### src/rtl/core/assert_macros.svh
// ----------------------------------------------------------------------------
// Assertion macros
// Shorthand for clocked implication checks, disabled while reset is held.
// ----------------------------------------------------------------------------
`ifndef ASSERT_MACROS_SVH
`define ASSERT_MACROS_SVH

// Same-cycle implication.
`define NFGCS_ASSERT_IMP(lbl, ante, cons, msg) \
  lbl: assert property (@(posedge clk) disable iff (!rst_n) (ante) |-> (cons)) \
    else $error(msg);

// Next-cycle implication.
`define NFGCS_ASSERT_NXT(lbl, ante, cons, msg) \
  lbl: assert property (@(posedge clk) disable iff (!rst_n) (ante) |=> (cons)) \
    else $error(msg);

`endif

### src/rtl/core/nfgcs_pkg.sv
// ----------------------------------------------------------------------------
// nfgcs_pkg
// Types, codes and constants shared by the nearest free grid cell search.
// ----------------------------------------------------------------------------
package nfgcs_pkg;

  localparam int MAX_RECTS_DEF = 64;
  localparam int GRID_CELLS    = 64;
  localparam int HM_ORIGIN     = 12;
  localparam int COORD_W       = $clog2(GRID_CELLS);
  localparam int DIST_W        = 2 * COORD_W + 1;
  localparam int RECT_W        = 7;
  localparam int WANT_W        = 9;
  localparam int CFG_W         = 8;
  localparam int CFG_IDX_W     = 3;

  typedef enum logic [1:0] {
    CMD_CLEAR  = 2'd0,
    CMD_APPEND = 2'd1,
    CMD_QUERY  = 2'd2
  } cmd_t;

  typedef enum logic [CFG_IDX_W-1:0] {
    REG_MAP_PRESENT = 3'd0,
    REG_HM_WIDTH    = 3'd1,
    REG_HM_HEIGHT   = 3'd2,
    REG_TM_LEFT     = 3'd3,
    REG_TM_TOP      = 3'd4,
    REG_TM_WIDTH    = 3'd5,
    REG_TM_HEIGHT   = 3'd6
  } cfg_reg_t;

  typedef struct packed {
    logic [RECT_W-1:0] left;
    logic [RECT_W-1:0] top;
    logic [RECT_W-1:0] width;
    logic [RECT_W-1:0] height;
  } rect_t;

  typedef struct packed {
    logic               valid;
    logic               last;
    logic               occ;
    logic [COORD_W-1:0] x;
    logic [COORD_W-1:0] y;
  } probe_t;

  typedef struct packed {
    logic               done;
    logic               found;
    logic [COORD_W-1:0] x;
    logic [COORD_W-1:0] y;
  } result_t;

endpackage

### src/rtl/core/nfgcs_cell.sv
// ----------------------------------------------------------------------------
// nfgcs_cell
// One stage of the rectangle chain: holds one rectangle and marks a passing
// probe as occupied when the probed grid cell overlaps it.
// ----------------------------------------------------------------------------
module nfgcs_cell (
  input  logic             clk,
  input  logic             rst_n,
  input  logic             we,
  input  nfgcs_pkg::rect_t wr_rect,
  input  logic             active,
  input  nfgcs_pkg::probe_t probe_in,
  output nfgcs_pkg::probe_t probe_out
);
  import nfgcs_pkg::*;

  localparam int CMP_W = COORD_W + 3;

  rect_t             rect_r;
  probe_t            probe_r;
  logic [CMP_W-1:0]  x2;
  logic [CMP_W-1:0]  y2;
  logic [CMP_W-1:0]  rgt;
  logic [CMP_W-1:0]  bot;
  logic              hit;

  always_comb begin
    x2  = CMP_W'({probe_in.x, 1'b0});
    y2  = CMP_W'({probe_in.y, 1'b0});
    rgt = CMP_W'(rect_r.left) + CMP_W'(rect_r.width);
    bot = CMP_W'(rect_r.top) + CMP_W'(rect_r.height);
    hit = active && (x2 < rgt) && ((x2 + CMP_W'(2)) > CMP_W'(rect_r.left)) &&
          (y2 < bot) && ((y2 + CMP_W'(2)) > CMP_W'(rect_r.top));
  end

  always_ff @(posedge clk) begin
    if (we) begin
      rect_r <= wr_rect;
    end
  end

  always_ff @(posedge clk) begin
    if (!rst_n) begin
      probe_r.valid <= 1'b0;
    end else begin
      probe_r.valid <= probe_in.valid;
    end
    probe_r.last <= probe_in.last;
    probe_r.occ  <= probe_in.occ | hit;
    probe_r.x    <= probe_in.x;
    probe_r.y    <= probe_in.y;
  end

  assign probe_out = probe_r;

endmodule

### config.mk
export PLATFORM = sky130hd
export DESIGN_NAME = nfgcs_cell
export DESIGN_NICKNAME = d
export VERILOG_FILES = /design/src/rtl/core/assert_macros.svh /design/src/rtl/core/nfgcs_pkg.sv /design/src/rtl/core/nfgcs_cell.sv
export SDC_FILE = /design/constraint.sdc
export NUM_CORES = 1
export LEC_CHECK = 0
export ABC_AREA = 1
export BUFFER_PORTS_ARGS = -buffer_cell sky130_fd_sc_hd__buf_2
export CAP_MARGIN = 5
export CORE_MARGIN = 4
export CORE_UTILIZATION = 30
export CTS_CLUSTER_SIZE = 12
export DETAILED_ROUTE_END_ITERATION = 8
export GPL_TIMING_DRIVEN = 0
export SYNTH_ARGS = -nofsm -noshare
export SYNTH_HDL_FRONTEND = slang
export SYNTH_SLANG_ARGS = --single-unit
### constraint.sdc
create_clock -name clk -period 3.1 [get_ports clk]
set_input_delay 0.62 -clock clk [delete_from_list [all_inputs] [get_ports clk]]
set_output_delay 0.62 -clock clk [all_outputs]
set_load 0.05 [all_outputs]
# == Yosys cells after proc, flatten, opt, wreduce, memory -nomap -nowiden ==
# Index checks and enable logic that the tools add are counted.
# Widths: inputs -> output; s select.
# totals
word_cells,22
inputBits,47
out_inout_bits,15
ff_bits,43
# classes
magnitude_cmp,4
n_reduce_logical,4
bitwise,1
addsub,4
# ops
op,count
$add 7x2->8 const B,2
$add 7x7->8,2
$gt 8x7->1,2
$lt 7x8->1,2
$logic_and 1x1->1,4
$or 1x1->1,1

# == Logic depth before layout (Yosys ltp) ==
# logic_depth
word_depth,7
ltp_mapped,16
ltp_nobuf,16

# == Worst setup path before layout ==
# Ideal clock, no wire load.
# synth_timing
kind,flip-flop to flip-flop
start,register rect_r[21] (netlist name)
end,"register probe_r, in the netlist probe_out[12]"
path_stages_with_launch,15
t_arrival_ns,2.044
setup_ns,0.113
t_required_ns,2.987
period_less_slack_ns,2.157
slack_ns,0.943
n_path_buf,0
path_cell_list,edfxtp_1 > ha_1 > fa_1 > nand3_1 > nand2_1 > nand2_1 > nand2_1 > a21oi_1 > xor2_1 > ha_1 > nand3_1 > nor2_1 > nor2_2 > nand3_1 > nand2_1
# synth_between
elab_chain_len,7
word_cells_on_any_way,8
cone_classes,add/sub (1); order compare (2); bitwise (1); reduce/logical (4)
# synth_rtl
element,line,rtl
start: declaration,nfgcs_cell.sv:19,rect_t rect_r;
start signal: assignment,nfgcs_cell.sv:38,rect_r <= wr_rect;
$add 7x7->8,nfgcs_cell.sv:30,rgt = CMP_W'(rect_r.left) + CMP_W'(rect_r.width);
$lt 7x8->1,nfgcs_cell.sv:32,hit = active && (x2 < rgt) && ((x2 + CMP_W'(2)) > CMP_W'(rect_r.left)) &&
$logic_and 1x1->1,nfgcs_cell.sv:32,
$logic_and 1x1->1 (*) (2 in a row),nfgcs_cell.sv:32,
$logic_and 1x1->1 (*),nfgcs_cell.sv:33,(y2 < bot) && ((y2 + CMP_W'(2)) > CMP_W'(rect_r.top));
$or 1x1->1 (*),nfgcs_cell.sv:49,probe_r.occ <= probe_in.occ | hit;
end: declaration,nfgcs_cell.sv:20,probe_t probe_r;
# Every way passes the cells marked *; elsewhere a longest branch is shown, timed or not.
# A chain may end at the register's enable or synchronous reset.

# == Worst setup path in the final report ==
# Ends and elaborated chain as after synthesis.

==> flow_summary.toml <==
[power_and_ir_drop]
p_seq_share_pct = 45.7
p_sw_share_pct = 32.4
power.leakage_nw = 1.53
internal_power_mw = 0.991
totalPowerFinal_mw = 1.47
p_clk_share_pct = 24.7
peakVddDrop_uv = 180
switching_power_mw = 0.475
p_per_area_nw_per_um2 = 484
combPwrFrac_pct = 29.6

[cells_and_area]
diodes = 0
layout-drive-gt1-share_pct = 22.5
final_common_cell = "buf_2"
areaGrowthSynthToFinish_pct = 21.0
final_nets = 413
final_cell_mix = "buf_2, nand2_1, inv_1, ha_1, edfxtp_1"

[worst_setup_path]
cp_cell_sequence = "ha_1, fa_1, nand3_1, nand2_1, nand2_1, nand2_1, a21oi_1, xor2_1, ha_1, nand3_1, nor2_1, nor2_2, nand3_1, nand2_1"
critPathMostFrequentCell = "nand2_1"
critPathMaxFanout = 2
critPathKind = "reg2reg"
cp.arrival_ns = 2.53
required_ns = 3.29
end_kind = "register"
max_stage_delay_ns = 0.40
crit_path_start_kind = "register"
slowest_stage = "edfxtp_1"

[drt]
dr.pass1.iters = 4
drt-initial-drc-count = 43
wire_per_inst_microns = 11.0
drt_wl_total_microns = 4750
vias = 1825
drtAntennaViolNets = 0
viasPerCell = 4.24
drc = 0

[floorplanning]
initial_core_util_pct = 30.6
die_h_microns = 99.4
die_x_microns = 99.4
coreArea_sq_um = 8180
die-area_sq_um = 9880
ioPinCount = 62
rows = 33

[grt]
grt_pass1_wl_microns = 8040
grt_max_degree = 29
grt.total_usage_pct = 10.2
grt_pass1_vias = 1786
antenna_found_initial = 0
overflow = 0

[synthesis]
yosysWarnings = 0
synth_area_sq_um = 2500
syn_nets = 345
yosysUniqueCellTypes = 21
synth_edf_count = 28
ys.flop_type = "edfxtp_1"
ys_ff_latch = 43
ys_seq_area_share_pct = 45.6
async_reset_ff_share_pct = 0
synth_cells = 256
postSynthAreaPerCell_sq_um = 9.78

[sta]
tightest_slew_ns = 0.610
skew_ns = 0.00194
rsz0062_at_grt = "false"
finalMaxSlewViolations = 0
max_slew_margin_pct = 59.3
fmax_mhz = 428
period_share_pct = 75.4
final-hold-violation-count = 0
finalSetupTns_ns = 0
period_needed_ns = 2.34
holdWs_ns = 0.425
finalSetupViolations = 0

[clock_network]
cts_buffers = 5
clkTransAtPathRegs_ns = 0.09
cts_hold_buffers = 0
clock_sinks = 43
postCtsResizedCells = 0
h-tree-depth = 2
post_cts_buffers = 0
cts-root-buf = "clkbuf_8"
clock_latency_ns = 0.29
cts_tree = "built"
ctsLongestPathBuffers = 2

[place]
dp.final_hpwl_microns = 3940
gp_congestion = 0.754
port_buffers = 61

[min_path]
min_path_type = "in2reg"

[outcome]
status = "complete, no violations"

[run]
cap_violations = 0
==> layer usage <==
metal	vias up	track usage [%]	wire (microns)
li1	985	-	-
met4	0	2.84	43
met3	2	2.81	283
met2	39	15.9	2090
met1	799	13.8	2330
met5	-	0	0
==> layout make-up <==
cell class / instances / area (sq um)
clock inverter: 3 / 20.0
sequential: 43 / 1140
tap: 105 / 131
timing repair buffer: 61 / 305
fill: 841 / 5140
clock buffer: 5 / 68.8
inverter: 40 / 150
multi-input combinational: 173 / 1210
==> critical path, delay by kind of cell, from the launching register on <==
kind	cells	cell delay, ns
compound gates	1	0.15
xor+xnor	1	0.09
fa+ha+maj	3	0.91
flops	1	0.40
simple gates	9	0.70
==> per-stage QoR <==
stage	instances	utilization [%]	area [sq um]	setup slack [ns]
after floorplan	256	-	2500	0.943
after global placement	422	36.0	2940	0.749
after detailed placement	422	36.0	2940	0.734
after CTS	430	37.1	3030	0.708
after global routing	430	37.1	3030	0.512
final	430	37.1	3030	0.763
==> synth_stat cells (2+ instances only) <==
master	instances	area, sq um
nor2_2	3	18.8
nor2_1	7	26.3
nand2_1	54	203
o21ai_0	2	10.0
inv_1	40	150
nand3_1	14	70.1
edfxtp_1	28	841
ha_1	40	500
nand3b_1	2	15.0
a21o_1	2	15.0
o21bai_1	2	15.0
fa_1	2	40.0
xnor2_1	9	78.8
o21ai_1	2	10.0
dfxtp_1	15	300
a21oi_1	21	105
xor2_1	9	78.8
==> power groups by stage <==
stage	sequential, mW	clock [mW]	combinational (mW)
floorplan	0.719	0	0.283
global placement	0.682	0	0.422
detailed placement	0.684	0	0.439
CTS	0.671	0.386	0.442
global route	0.676	0.412	0.513
finish	0.671	0.362	0.434
==> cell families after synthesis <==
kind of cell,after synthesis,share of synthesized area [%]
compound gates,32,7.04
fa+ha+maj,42,21.6
flops,43,45.6
simple gates,81,13.5
buf+inv,40,5.99
xor+xnor,18,6.29
==> flip-flops by register name, indices dropped and copies added (netlist names) <==
register,count
rect_r,28
probe_out,15
==> path summary, 6_finish.rpt <==
check / from / endpoint / slack [ns] / cells past startpoint
max: rect_r[21] / probe_out[12] / 0.76 / 14
min: probe_in[13] / probe_out[13] / 0.43 / 1
max reg2reg: rect_r[21] / probe_out[12] / 0.76 / 14
min reg2reg: rect_r[21] / probe_out[12] / 0.86 / 8
Note: power is estimated with default switching activity, not from simulation.
