File: config.mk
export PLATFORM = sky130hd
export DESIGN_NAME = nfgcs_best
export DESIGN_NICKNAME = d
export VERILOG_FILES = /design/src/rtl/core/assert_macros.svh /design/src/rtl/core/nfgcs_pkg.sv /design/src/rtl/core/nfgcs_best.sv
export SDC_FILE = /design/constraint.sdc
export NUM_CORES = 1
export LEC_CHECK = 0
export BUFFER_PORTS_ARGS = -buffer_cell sky130_fd_sc_hd__buf_2
export CAP_MARGIN = 20
export CORE_ASPECT_RATIO = 1.2
export CORE_MARGIN = 2
export CORE_UTILIZATION = 65
export CTS_CLUSTER_DIAMETER = 50
export DETAILED_ROUTE_END_ITERATION = 7
export PLACE_DENSITY_LB_ADDON = 0.1
export SLEW_MARGIN = 20
export SYNTH_ARGS = -nofsm -noshare
export SYNTH_HDL_FRONTEND = slang
export SYNTH_SLANG_ARGS = --single-unit
File: constraint.sdc
create_clock -name clk -period 9.6 [get_ports clk]
set_clock_uncertainty 0.15 [all_clocks]
set_input_delay 0.96 -clock clk [delete_from_list [all_inputs] [get_ports clk]]
set_output_delay 0.96 -clock clk [all_outputs]
set_load 0.05 [all_outputs]
File: src/rtl/core/assert_macros.svh
// ----------------------------------------------------------------------------
// Assertion macros
// Shorthand for clocked implication checks, disabled while reset is held.
// ----------------------------------------------------------------------------
`ifndef ASSERT_MACROS_SVH
`define ASSERT_MACROS_SVH

// Same-cycle implication.
`define NFGCS_ASSERT_IMP(lbl, ante, cons, msg) \
  lbl: assert property (@(posedge clk) disable iff (!rst_n) (ante) |-> (cons)) \
    else $error(msg);

// Next-cycle implication.
`define NFGCS_ASSERT_NXT(lbl, ante, cons, msg) \
  lbl: assert property (@(posedge clk) disable iff (!rst_n) (ante) |=> (cons)) \
    else $error(msg);

`endif

File: src/rtl/core/nfgcs_pkg.sv
// ----------------------------------------------------------------------------
// nfgcs_pkg
// Types, codes and constants shared by the nearest free grid cell search.
// ----------------------------------------------------------------------------
package nfgcs_pkg;

  localparam int MAX_RECTS_DEF = 64;
  localparam int GRID_CELLS    = 64;
  localparam int HM_ORIGIN     = 12;
  localparam int COORD_W       = $clog2(GRID_CELLS);
  localparam int DIST_W        = 2 * COORD_W + 1;
  localparam int RECT_W        = 7;
  localparam int WANT_W        = 9;
  localparam int CFG_W         = 8;
  localparam int CFG_IDX_W     = 3;

  typedef enum logic [1:0] {
    CMD_CLEAR  = 2'd0,
    CMD_APPEND = 2'd1,
    CMD_QUERY  = 2'd2
  } cmd_t;

  typedef enum logic [CFG_IDX_W-1:0] {
    REG_MAP_PRESENT = 3'd0,
    REG_HM_WIDTH    = 3'd1,
    REG_HM_HEIGHT   = 3'd2,
    REG_TM_LEFT     = 3'd3,
    REG_TM_TOP      = 3'd4,
    REG_TM_WIDTH    = 3'd5,
    REG_TM_HEIGHT   = 3'd6
  } cfg_reg_t;

  typedef struct packed {
    logic [RECT_W-1:0] left;
    logic [RECT_W-1:0] top;
    logic [RECT_W-1:0] width;
    logic [RECT_W-1:0] height;
  } rect_t;

  typedef struct packed {
    logic               valid;
    logic               last;
    logic               occ;
    logic [COORD_W-1:0] x;
    logic [COORD_W-1:0] y;
  } probe_t;

  typedef struct packed {
    logic               done;
    logic               found;
    logic [COORD_W-1:0] x;
    logic [COORD_W-1:0] y;
  } result_t;

endpackage

File: src/rtl/core/nfgcs_best.sv
// ----------------------------------------------------------------------------
// nfgcs_best
// Closest-free tracker at the end of the chain: squares the offsets of each
// probed cell from the start cell, then keeps the first free cell of least distance.
// ----------------------------------------------------------------------------
module nfgcs_best (
  input  logic                           clk,
  input  logic                           rst_n,
  input  logic                           start,
  input  nfgcs_pkg::probe_t              probe,
  input  logic [nfgcs_pkg::COORD_W-1:0]  sx,
  input  logic [nfgcs_pkg::COORD_W-1:0]  sy,
  output nfgcs_pkg::result_t             res
);
  import nfgcs_pkg::*;

  localparam int SQ_W = 2 * COORD_W;

  logic signed [COORD_W:0]     dx;
  logic signed [COORD_W:0]     dy;
  logic [2*COORD_W+1:0]        px;
  logic [2*COORD_W+1:0]        py;
  logic                        a_valid_r;
  logic                        a_last_r;
  logic                        a_free_r;
  logic [COORD_W-1:0]          a_x_r;
  logic [COORD_W-1:0]          a_y_r;
  logic [SQ_W-1:0]             dx2_r;
  logic [SQ_W-1:0]             dy2_r;
  logic [DIST_W-1:0]           cand_dist;
  logic [DIST_W-1:0]           best_r;
  logic                        found_r;
  logic                        done_r;
  logic [COORD_W-1:0]          bx_r;
  logic [COORD_W-1:0]          by_r;

  always_comb begin
    dx        = $signed({1'b0, probe.x}) - $signed({1'b0, sx});
    dy        = $signed({1'b0, probe.y}) - $signed({1'b0, sy});
    px        = dx * dx;
    py        = dy * dy;
    cand_dist = DIST_W'(dx2_r) + DIST_W'(dy2_r);
  end

  always_ff @(posedge clk) begin
    a_last_r <= probe.last;
    a_free_r <= !probe.occ;
    a_x_r    <= probe.x;
    a_y_r    <= probe.y;
    dx2_r    <= px[SQ_W-1:0];
    dy2_r    <= py[SQ_W-1:0];
  end

  always_ff @(posedge clk) begin
    if (!rst_n) begin
      a_valid_r <= 1'b0;
      found_r   <= 1'b0;
      done_r    <= 1'b0;
      best_r    <= '0;
      bx_r      <= '0;
      by_r      <= '0;
    end else begin
      a_valid_r <= probe.valid;
      done_r    <= a_valid_r && a_last_r;
      if (start) begin
        found_r <= 1'b0;
      end else if (a_valid_r && a_free_r && (!found_r || cand_dist < best_r)) begin
        found_r <= 1'b1;
        best_r  <= cand_dist;
        bx_r    <= a_x_r;
        by_r    <= a_y_r;
      end
    end
  end

  always_comb begin
    res.done  = done_r;
    res.found = found_r;
    res.x     = found_r ? bx_r : sx;
    res.y     = found_r ? by_r : sy;
  end

endmodule
After elaboration in Yosys (flattened, before gate mapping)
Index checks and enable logic that the tools add are counted.
Widths: inputs -> output; s select.
- input port bits: 30
- logic and storage cells: 30
- bits in registers: 66
- output and inout port bits: 14
- multiply operators: 2
- reduce and logical (&&, ||, !) cells: 8
- order comparisons: 1
- multiplexer cells: 2
- bitwise logic cells: 2
- $add $sub $neg: 3
- operator list (cell ; count):
    $mul 7x7->12 ; 2
    $sub 6x6->7 ; 2
    $add 12x12->13 ; 1
    $lt 13x13->1 ; 1
    $mux 6 ; 2
    $logic_and 1x1->1 ; 3
    $logic_not 1->1 ; 2
    $not 1->1 ; 2
    $reduce_and 2->1 ; 1
    $reduce_or 2->1 ; 1
    $logic_or 1x1->1 ; 1

Longest topological paths before layout
Gate-level depths: netlist of the first run.
- word-level depth: 5
- mapped depth: 24
- depth with buffers taken out: 24

Worst setup path before layout of the first run
No wires, ideal clock.
- path type: input-to-reg
- start: input port probe[0] in the netlist's numbering
- end: register dy2_r[10]
- required time: 9.378 ns
- setup time: 0.072 ns
- data arrival time: 5.851 ns
- stages: 23
- buffers on the path: 0
- setup slack: 3.526 ns
- cell sequence: inv_1 -> ha_1 -> inv_1 -> fa_1 -> a21o_1 -> a21oi_1 -> o21ai_0 -> inv_1 -> and2_1 -> inv_1 -> fa_1 -> inv_1 -> fa_1 -> fa_1 -> inv_1 -> fa_1 -> inv_1 -> ha_1 -> nand2_1 -> o21ai_1 -> or4_1 -> o311ai_1 -> xnor2_1
- cells in the longest elaborated chain, start to end: 2
- ends and longest elaborated chain (item ; RTL line ; source):
    start: declaration ; nfgcs_best.sv:10 ; input nfgcs_pkg::probe_t probe,
    $sub 6x6->7 ; nfgcs_best.sv:39 ; dy = $signed({1'b0, probe.y}) - $signed({1'b0, sy});
    $mul 7x7->12 ; nfgcs_best.sv:41 ; py = dy * dy;
    named net py[10] ; nfgcs_best.sv:22 ; logic [2*COORD_W+1:0] py;
    end signal: assignment ; nfgcs_best.sv:51 ; dy2_r <= py[SQ_W-1:0];
    end: declaration ; nfgcs_best.sv:29 ; logic [SQ_W-1:0] dy2_r;
The timed path passes the listed nets, and every way through them passes these cells.
A chain may end at the register's enable or synchronous reset.

Final worst setup path of the first run
Ends and elaborated chain as after synthesis.

==> flow_summary.toml, run 1 <==
[outcome]
status = "finished clean"

[route]
drtAntennaViolNets = 0
route.final.wire_length_um = 10560
drt_drc_violations_left = 0
detailedRoute.firstPassIterationCount = 4
drt_iter0_drc = 143
vias = 4234
vias_per_cell = 5.163
drt-wirelength-per-cell_um = 12.88

[synthesis]
ys.flop_type = "sky130_fd_sc_hd__dfxtp_1"
syn_nets = 815
synth_async_sr_flop_share = 0
seq_area_frac_synth = 0.2172
syn-mean-instance-area_um2 = 9.019
postSynthCellCount = 654
ys.warnings.count = 0
syn-cell-area_um2 = 5898
synth-seq-cells = 64
synth_cell_type_count = 53
edff_count_synth = 0

[cells_and_area]
layout.cells.most_common = "sky130_fd_sc_hd__inv_1"
layout.nets = 856
nFillCells = 732
layout-area-overhead-vs-synth_pct = 8.952
antenna_diode_count = 0
most-common-layout-cells = "sky130_fd_sc_hd__inv_1, sky130_fd_sc_hd__ha_1, sky130_fd_sc_hd__dfxtp_1"
fraction_of_final_layout_cells_with_drive_strength_greater_than_1 = 0.1186

[global_routing]
grt.total_usage = 0.2348
first_global_vias = 4257
grt_pass1_wl_um = 18730
leftover_overflow_at_the_end_of_global_routing = 0
antenna_found_initial = 0
grt_start_max_net_pins = 31

[critical_path]
endpoint_kind = "flip-flop"
regToRegEndpoint = "best_r[11]"
cp_top_family = "adder cells"
path_common_cell = "sky130_fd_sc_hd__inv_1"
worstSetupPathType = "primary input to flip-flop"
critPathBufInv = 8
crit_arrival_ps = 6400
flop2flop_setup_slack_ps = 5460
slowest_stage = "sky130_fd_sc_hd__fa_1"
worst-r2r-cell-count = 13
critical_path.startpoint_type = "primary input"
cp_data_required_time_ps = 9720
crit_fanout = 7
critical_path_cell_sequence = "buf_2 > inv_1 > ha_1 > inv_1 > fa_1 > a21o_1 > a21oi_1 > o21ai_0 > inv_1 > and2_1 > inv_1 > fa_1 > inv_1 > fa_1 > fa_1 > inv_1 > fa_1 > inv_1 > ha_1 > nand2_1 > o21ai_1 > or4_1 > o311ai_1 > xnor2_1"
cpPeakStageDelay_ps = 550
r2r_start = "dy2_r[3]"

[sta]
final.min_clock_period_ps = 6285
rsz0062_at_grt = "false"
portion_of_the_clock_cycle_consumed_by_the_worst_path_in_the_final_layout = 0.6547
maxClockFrequency_mhz = 159.1
worst_pin_slew_ps = 1084
finalHoldViolCount = 0
final_max_slew_viol_count = 0
slew_headroom = 0.2755
setup-tns-final_ps = 0
setup_viol_count_final = 0

[floorplan]
die_width_um = 90.96
dieHeight_um = 108.4
io_pins = 44
rows = 38
floorplan.die_area_um2 = 9856
initial_utilization = 0.6599
core_region_area_um2 = 8939

[placement]
gp_congestion = 0.8855
dp_hpwl_um = 8778
port_buffers = 43

[run]
drv_cap = 0

[cts]
tritoncts = "built"
clk_latency_ps = 340
post_cts.repair.setup_buffers = 0
clock_tree.buffer_depth = 2
cts_buffers = 9
cts-resized-gates = 0
number_of_buffers_inserted_by_hold_repair_at_cts = 0
total_number_of_clock_tree_sinks = 64
htreeDepth = 3
cts.clk_slew.worst_paths_ps = 70
ctsRootBufferMaster = "sky130_fd_sc_hd__clkbuf_8"

[min_path]
timing.hold.worst_endpoint = "done_r"
hp-class = "flip-flop to flip-flop"
hold_path_depth = 1
hold_path_startpoint = "a_last_r"
state kept, by name (all words and copies together) (netlist names), 6 cells and up:
signal,flops
by_r,6
dy2_r,11
dx2_r,11
a_y_r,6
a_x_r,6
best_r,13
bx_r,6
stage by stage:
step / setup WS (ps) / util / cells / instance area (um^2) / hold WS, ps
6_report: 3315 / 0.7189 / 820 / 6426 / 314.1
5_1_grt: 2938 / 0.7189 / 820 / 6426 / 330.1
4_1_cts: 3361 / 0.7189 / 820 / 6426 / 319.1
3_5_place_dp: 3011 / 0.6953 / 804 / 6215 / 299.3
3_3_place_gp: 3229 / 0.6953 / 804 / 6215 / 290.6
2_1_floorplan: 3526 / - / 654 / 5898 / 279.0
cells in the mapped netlist, types with 2 or more instances:
cell type,n,area share
sky130_fd_sc_hd__inv_1,129,0.082
sky130_fd_sc_hd__xor2_1,10,0.015
sky130_fd_sc_hd__o211ai_1,4,0.0051
sky130_fd_sc_hd__nor3_1,13,0.011
sky130_fd_sc_hd__o21a_1,3,0.0038
sky130_fd_sc_hd__ha_1,78,0.17
sky130_fd_sc_hd__nor2_1,52,0.033
sky130_fd_sc_hd__a31o_1,2,0.0030
sky130_fd_sc_hd__a21o_1,6,0.0076
sky130_fd_sc_hd__clkbuf_1,8,0.0051
sky130_fd_sc_hd__o311ai_4,2,0.0089
sky130_fd_sc_hd__buf_2,3,0.0025
sky130_fd_sc_hd__nand3_1,8,0.0068
sky130_fd_sc_hd__mux2_2,2,0.0038
sky130_fd_sc_hd__nor2b_1,10,0.011
sky130_fd_sc_hd__a211oi_1,10,0.013
sky130_fd_sc_hd__mux2i_1,21,0.036
sky130_fd_sc_hd__a21oi_1,22,0.019
sky130_fd_sc_hd__and2_4,2,0.0030
sky130_fd_sc_hd__nand2_4,2,0.0038
sky130_fd_sc_hd__a211oi_2,3,0.0064
sky130_fd_sc_hd__nand2_1,39,0.025
sky130_fd_sc_hd__inv_2,2,0.0013
sky130_fd_sc_hd__and2_1,12,0.013
sky130_fd_sc_hd__xnor2_1,32,0.048
sky130_fd_sc_hd__buf_4,2,0.0025
sky130_fd_sc_hd__dfxtp_1,64,0.22
sky130_fd_sc_hd__or2_2,3,0.0032
sky130_fd_sc_hd__nand2_2,3,0.0032
sky130_fd_sc_hd__o21ai_1,4,0.0034
sky130_fd_sc_hd__o21bai_1,5,0.0064
sky130_fd_sc_hd__nand2b_1,8,0.0085
sky130_fd_sc_hd__o21ai_0,18,0.015
sky130_fd_sc_hd__fa_1,53,0.18
how the worst max path moves through the flow:
stage                 to  startpoint  slack (ps)  cells after the start
2_1_floorplan  dy2_r[10]    probe[0]        3530                     23
3_3_place_gp   dy2_r[10]    probe[0]        3230                     24
3_5_place_dp   dy2_r[10]    probe[0]        3010                     24
4_1_cts        dy2_r[10]    probe[0]        3360                     24
5_1_grt        dy2_r[10]    probe[0]        2940                     24
6_report       dy2_r[10]    probe[0]        3320                     24
per-layer routing:
metal,track usage,part of all wire
met4,0.06818,0.013
met2,0.4201,0.51
met5,0,0
met3,0.02997,0.022
met1,0.2989,0.45
cell type report:
class | count | area, um^2 | share of cell area
Clock buffer | 10 | 127.6 | 0.01986
Inverter | 132 | 495.5 | 0.07710
Timing Repair Buffer | 43 | 215.2 | 0.03349
Sequential cell | 64 | 1281 | 0.1994
Clock inverter | 6 | 83.83 | 0.01305
Tap cell | 120 | 150.1 | 0.02336
Multi-Input combinational cell | 445 | 4073 | 0.6338
cell families after synthesis:
logic type                 synth area share
and+or+nand+nor                      0.1292
buffers and inverters               0.09419
adders and majority gates            0.3454
AOI/OAI and AO/OA                    0.1095
DFF                                  0.2172
xor gates and xnor gates            0.06513
muxes                               0.03946
Power of run 1 is left out: the tool's default activity adds up to more than one toggle a clock period on the data nets, which glitch-free logic cannot reach.
==> run 2: changes to the inputs <==
CORE_UTILIZATION = 62   (was 65)
clock period = 6.2 ns   (was 9.6 ns; I/O delays follow)
==> run 2 against run 1 <==
Hold slack got worse by 66 ps. Count of clock-buffer cells in the layout rose by 2. Worst setup slack worse by 2800 ps. Final cell count up 1.2%. Critical path depth stayed put. Register-to-register slack lost 3600 ps. Die area grew 4.6%. Highest routed layer unchanged. Routed wire length rose by 5.6%. First-iteration DRC count fell by 23%.
==> flow_summary.toml, run 2 (synthesis gave the netlist of run 1 again) <==
[critical_path]
cp_top_family = "adder cells"
slowest_stage = "sky130_fd_sc_hd__fa_1"
cpPeakStageDelay_ps = 540
critPathBufInv = 8
critical_path.startpoint_type = "primary input"
critical_path_cell_sequence = "buf_2 > inv_1 > ha_1 > inv_1 > fa_1 > a21o_1 > a21oi_1 > o21ai_0 > inv_1 > and2_1 > inv_1 > fa_1 > inv_1 > fa_1 > fa_1 > inv_1 > fa_1 > inv_1 > ha_1 > nand2_1 > nor2_1 > a211oi_1 > a21oi_1 > xnor2_1"
path_common_cell = "sky130_fd_sc_hd__inv_1"
crit_arrival_ps = 5770
worstSetupPathType = "primary input to flip-flop"
crit_fanout = 5
cp_data_required_time_ps = 6250
endpoint_kind = "flip-flop"

[floorplan]
dieHeight_um = 110.8
initial_utilization = 0.6295
io_pins = 44
core_region_area_um2 = 9369
rows = 39
die_width_um = 93.04
floorplan.die_area_um2 = 10310

[cells_and_area]
antenna_diode_count = 0
most-common-layout-cells = "sky130_fd_sc_hd__inv_1, sky130_fd_sc_hd__ha_1, sky130_fd_sc_hd__dfxtp_1"
nFillCells = 760
multiInputGateArea_um2 = 4073
register_containing_the_most_flip_flops_in_the_final_layout = "best_r"
layout.cells.most_common = "sky130_fd_sc_hd__inv_1"
layout-area-overhead-vs-synth_pct = 11.90
seq_area_um2 = 1281
largest_registers = "best_r (13), dx2_r (11), dy2_r (11)"
fraction_of_final_layout_cells_with_drive_strength_greater_than_1 = 0.1273
number_of_flip_flops_under_the_largest_register_name = 13
layout.nets = 864
stdcell_area_um2 = 6600

[sta]
final.min_clock_period_ps = 5722
maxClockFrequency_mhz = 174.8
portion_of_the_clock_cycle_consumed_by_the_worst_path_in_the_final_layout = 0.9229
final.setup.worst_slack_ps = 478.0
setup_viol_count_final = 0
fin_worst_hold_slack_ps = 248.5
setup-tns-final_ps = 0
final_max_slew_viol_count = 0
rsz0062_at_grt = "false"
slew_headroom = 0.2870
finalHoldViolCount = 0
worst_pin_slew_ps = 1067

[route]
vias_per_cell = 5.176
detailedRoute.firstPassIterationCount = 4
drt_iter0_drc = 110
drt_drc_violations_left = 0
drtAntennaViolNets = 0
route.final.wire_length_um = 11160
vias = 4296
drt-wirelength-per-cell_um = 13.44

[cts]
total_number_of_clock_tree_sinks = 64
cts-resized-gates = 0
clock_tree.buffer_depth = 2
htreeDepth = 3
post_cts.repair.setup_buffers = 0
number_of_buffers_inserted_by_hold_repair_at_cts = 0
cts.clk_slew.worst_paths_ps = 50
ctsRootBufferMaster = "sky130_fd_sc_hd__clkbuf_16"
cts_buffers = 9
clk_latency_ps = 330
tritoncts = "built"

[placement]
dpl_cell_area_um2 = 6279
dp_hpwl_um = 9145
pre_cts_ws_ps = 160.7
port_buffers = 43
gp_congestion = 0.8658

[global_routing]
grt_start_max_net_pins = 31
leftover_overflow_at_the_end_of_global_routing = 0
grt_pass1_wl_um = 19830
first_global_vias = 4497
antenna_found_initial = 0
grt.total_usage = 0.2367

[min_path]
hp-class = "primary input to flip-flop"

[run]
drv_cap = 0

[outcome]
status = "finished clean"
==> run 2: metrics by stage <==
stage,instances,utilization
3_5_place_dp,815,0.6701
6_report,830,0.7045
2_1_floorplan,654,-
3_3_place_gp,815,0.6701
5_1_grt,830,0.7045
4_1_cts,830,0.7045
==> run 2: layer usage <==
metal	wire, um	global-route usage	vias to the layer above
li1	-	-	2193
met3	232	0.02991	22
met5	0	0	-
met2	5731	0.4058	50
met1	4927	0.3016	2031
met4	263	0.09216	0
==> run 2: path summary, 6_finish.rpt <==
check / from / endpoint / slack [ps] / depth (start not counted)
setup / recovery: probe[0] / dy2_r[11] / 480 / 24
hold / removal: probe[13] / a_last_r / 250 / 1
setup reg to reg: dy2_r[3] / best_r[11] / 1900 / 13
hold reg to reg: a_last_r / done_r / 310 / 1
==> run 2: final cells by class <==
class | instances | area share
repair buffers | 51 | 0.04171
multi-input cells | 445 | 0.6171
clock buffers | 12 | 0.03886
flip-flops and latches | 64 | 0.1941
clock inverters | 3 | 0.009858
well taps | 123 | 0.02332
inverters | 132 | 0.07507
==> run 2: worst register-to-register path, stage by stage, from the launching register on <==
cell	delay [ps]
sky130_fd_sc_hd__dfxtp_1	320
sky130_fd_sc_hd__ha_1	360
sky130_fd_sc_hd__a211oi_1	350
sky130_fd_sc_hd__o21ai_1	100
sky130_fd_sc_hd__a31o_1	260
sky130_fd_sc_hd__mux2i_1	140
sky130_fd_sc_hd__or2_2	300
sky130_fd_sc_hd__ha_1	330
sky130_fd_sc_hd__a211oi_2	240
sky130_fd_sc_hd__nand3_1	140
sky130_fd_sc_hd__a2111oi_0	740
sky130_fd_sc_hd__a21oi_4	360
sky130_fd_sc_hd__nor3_1	290
sky130_fd_sc_hd__a211oi_2	70
Power of run 2 is left out for the same reason.
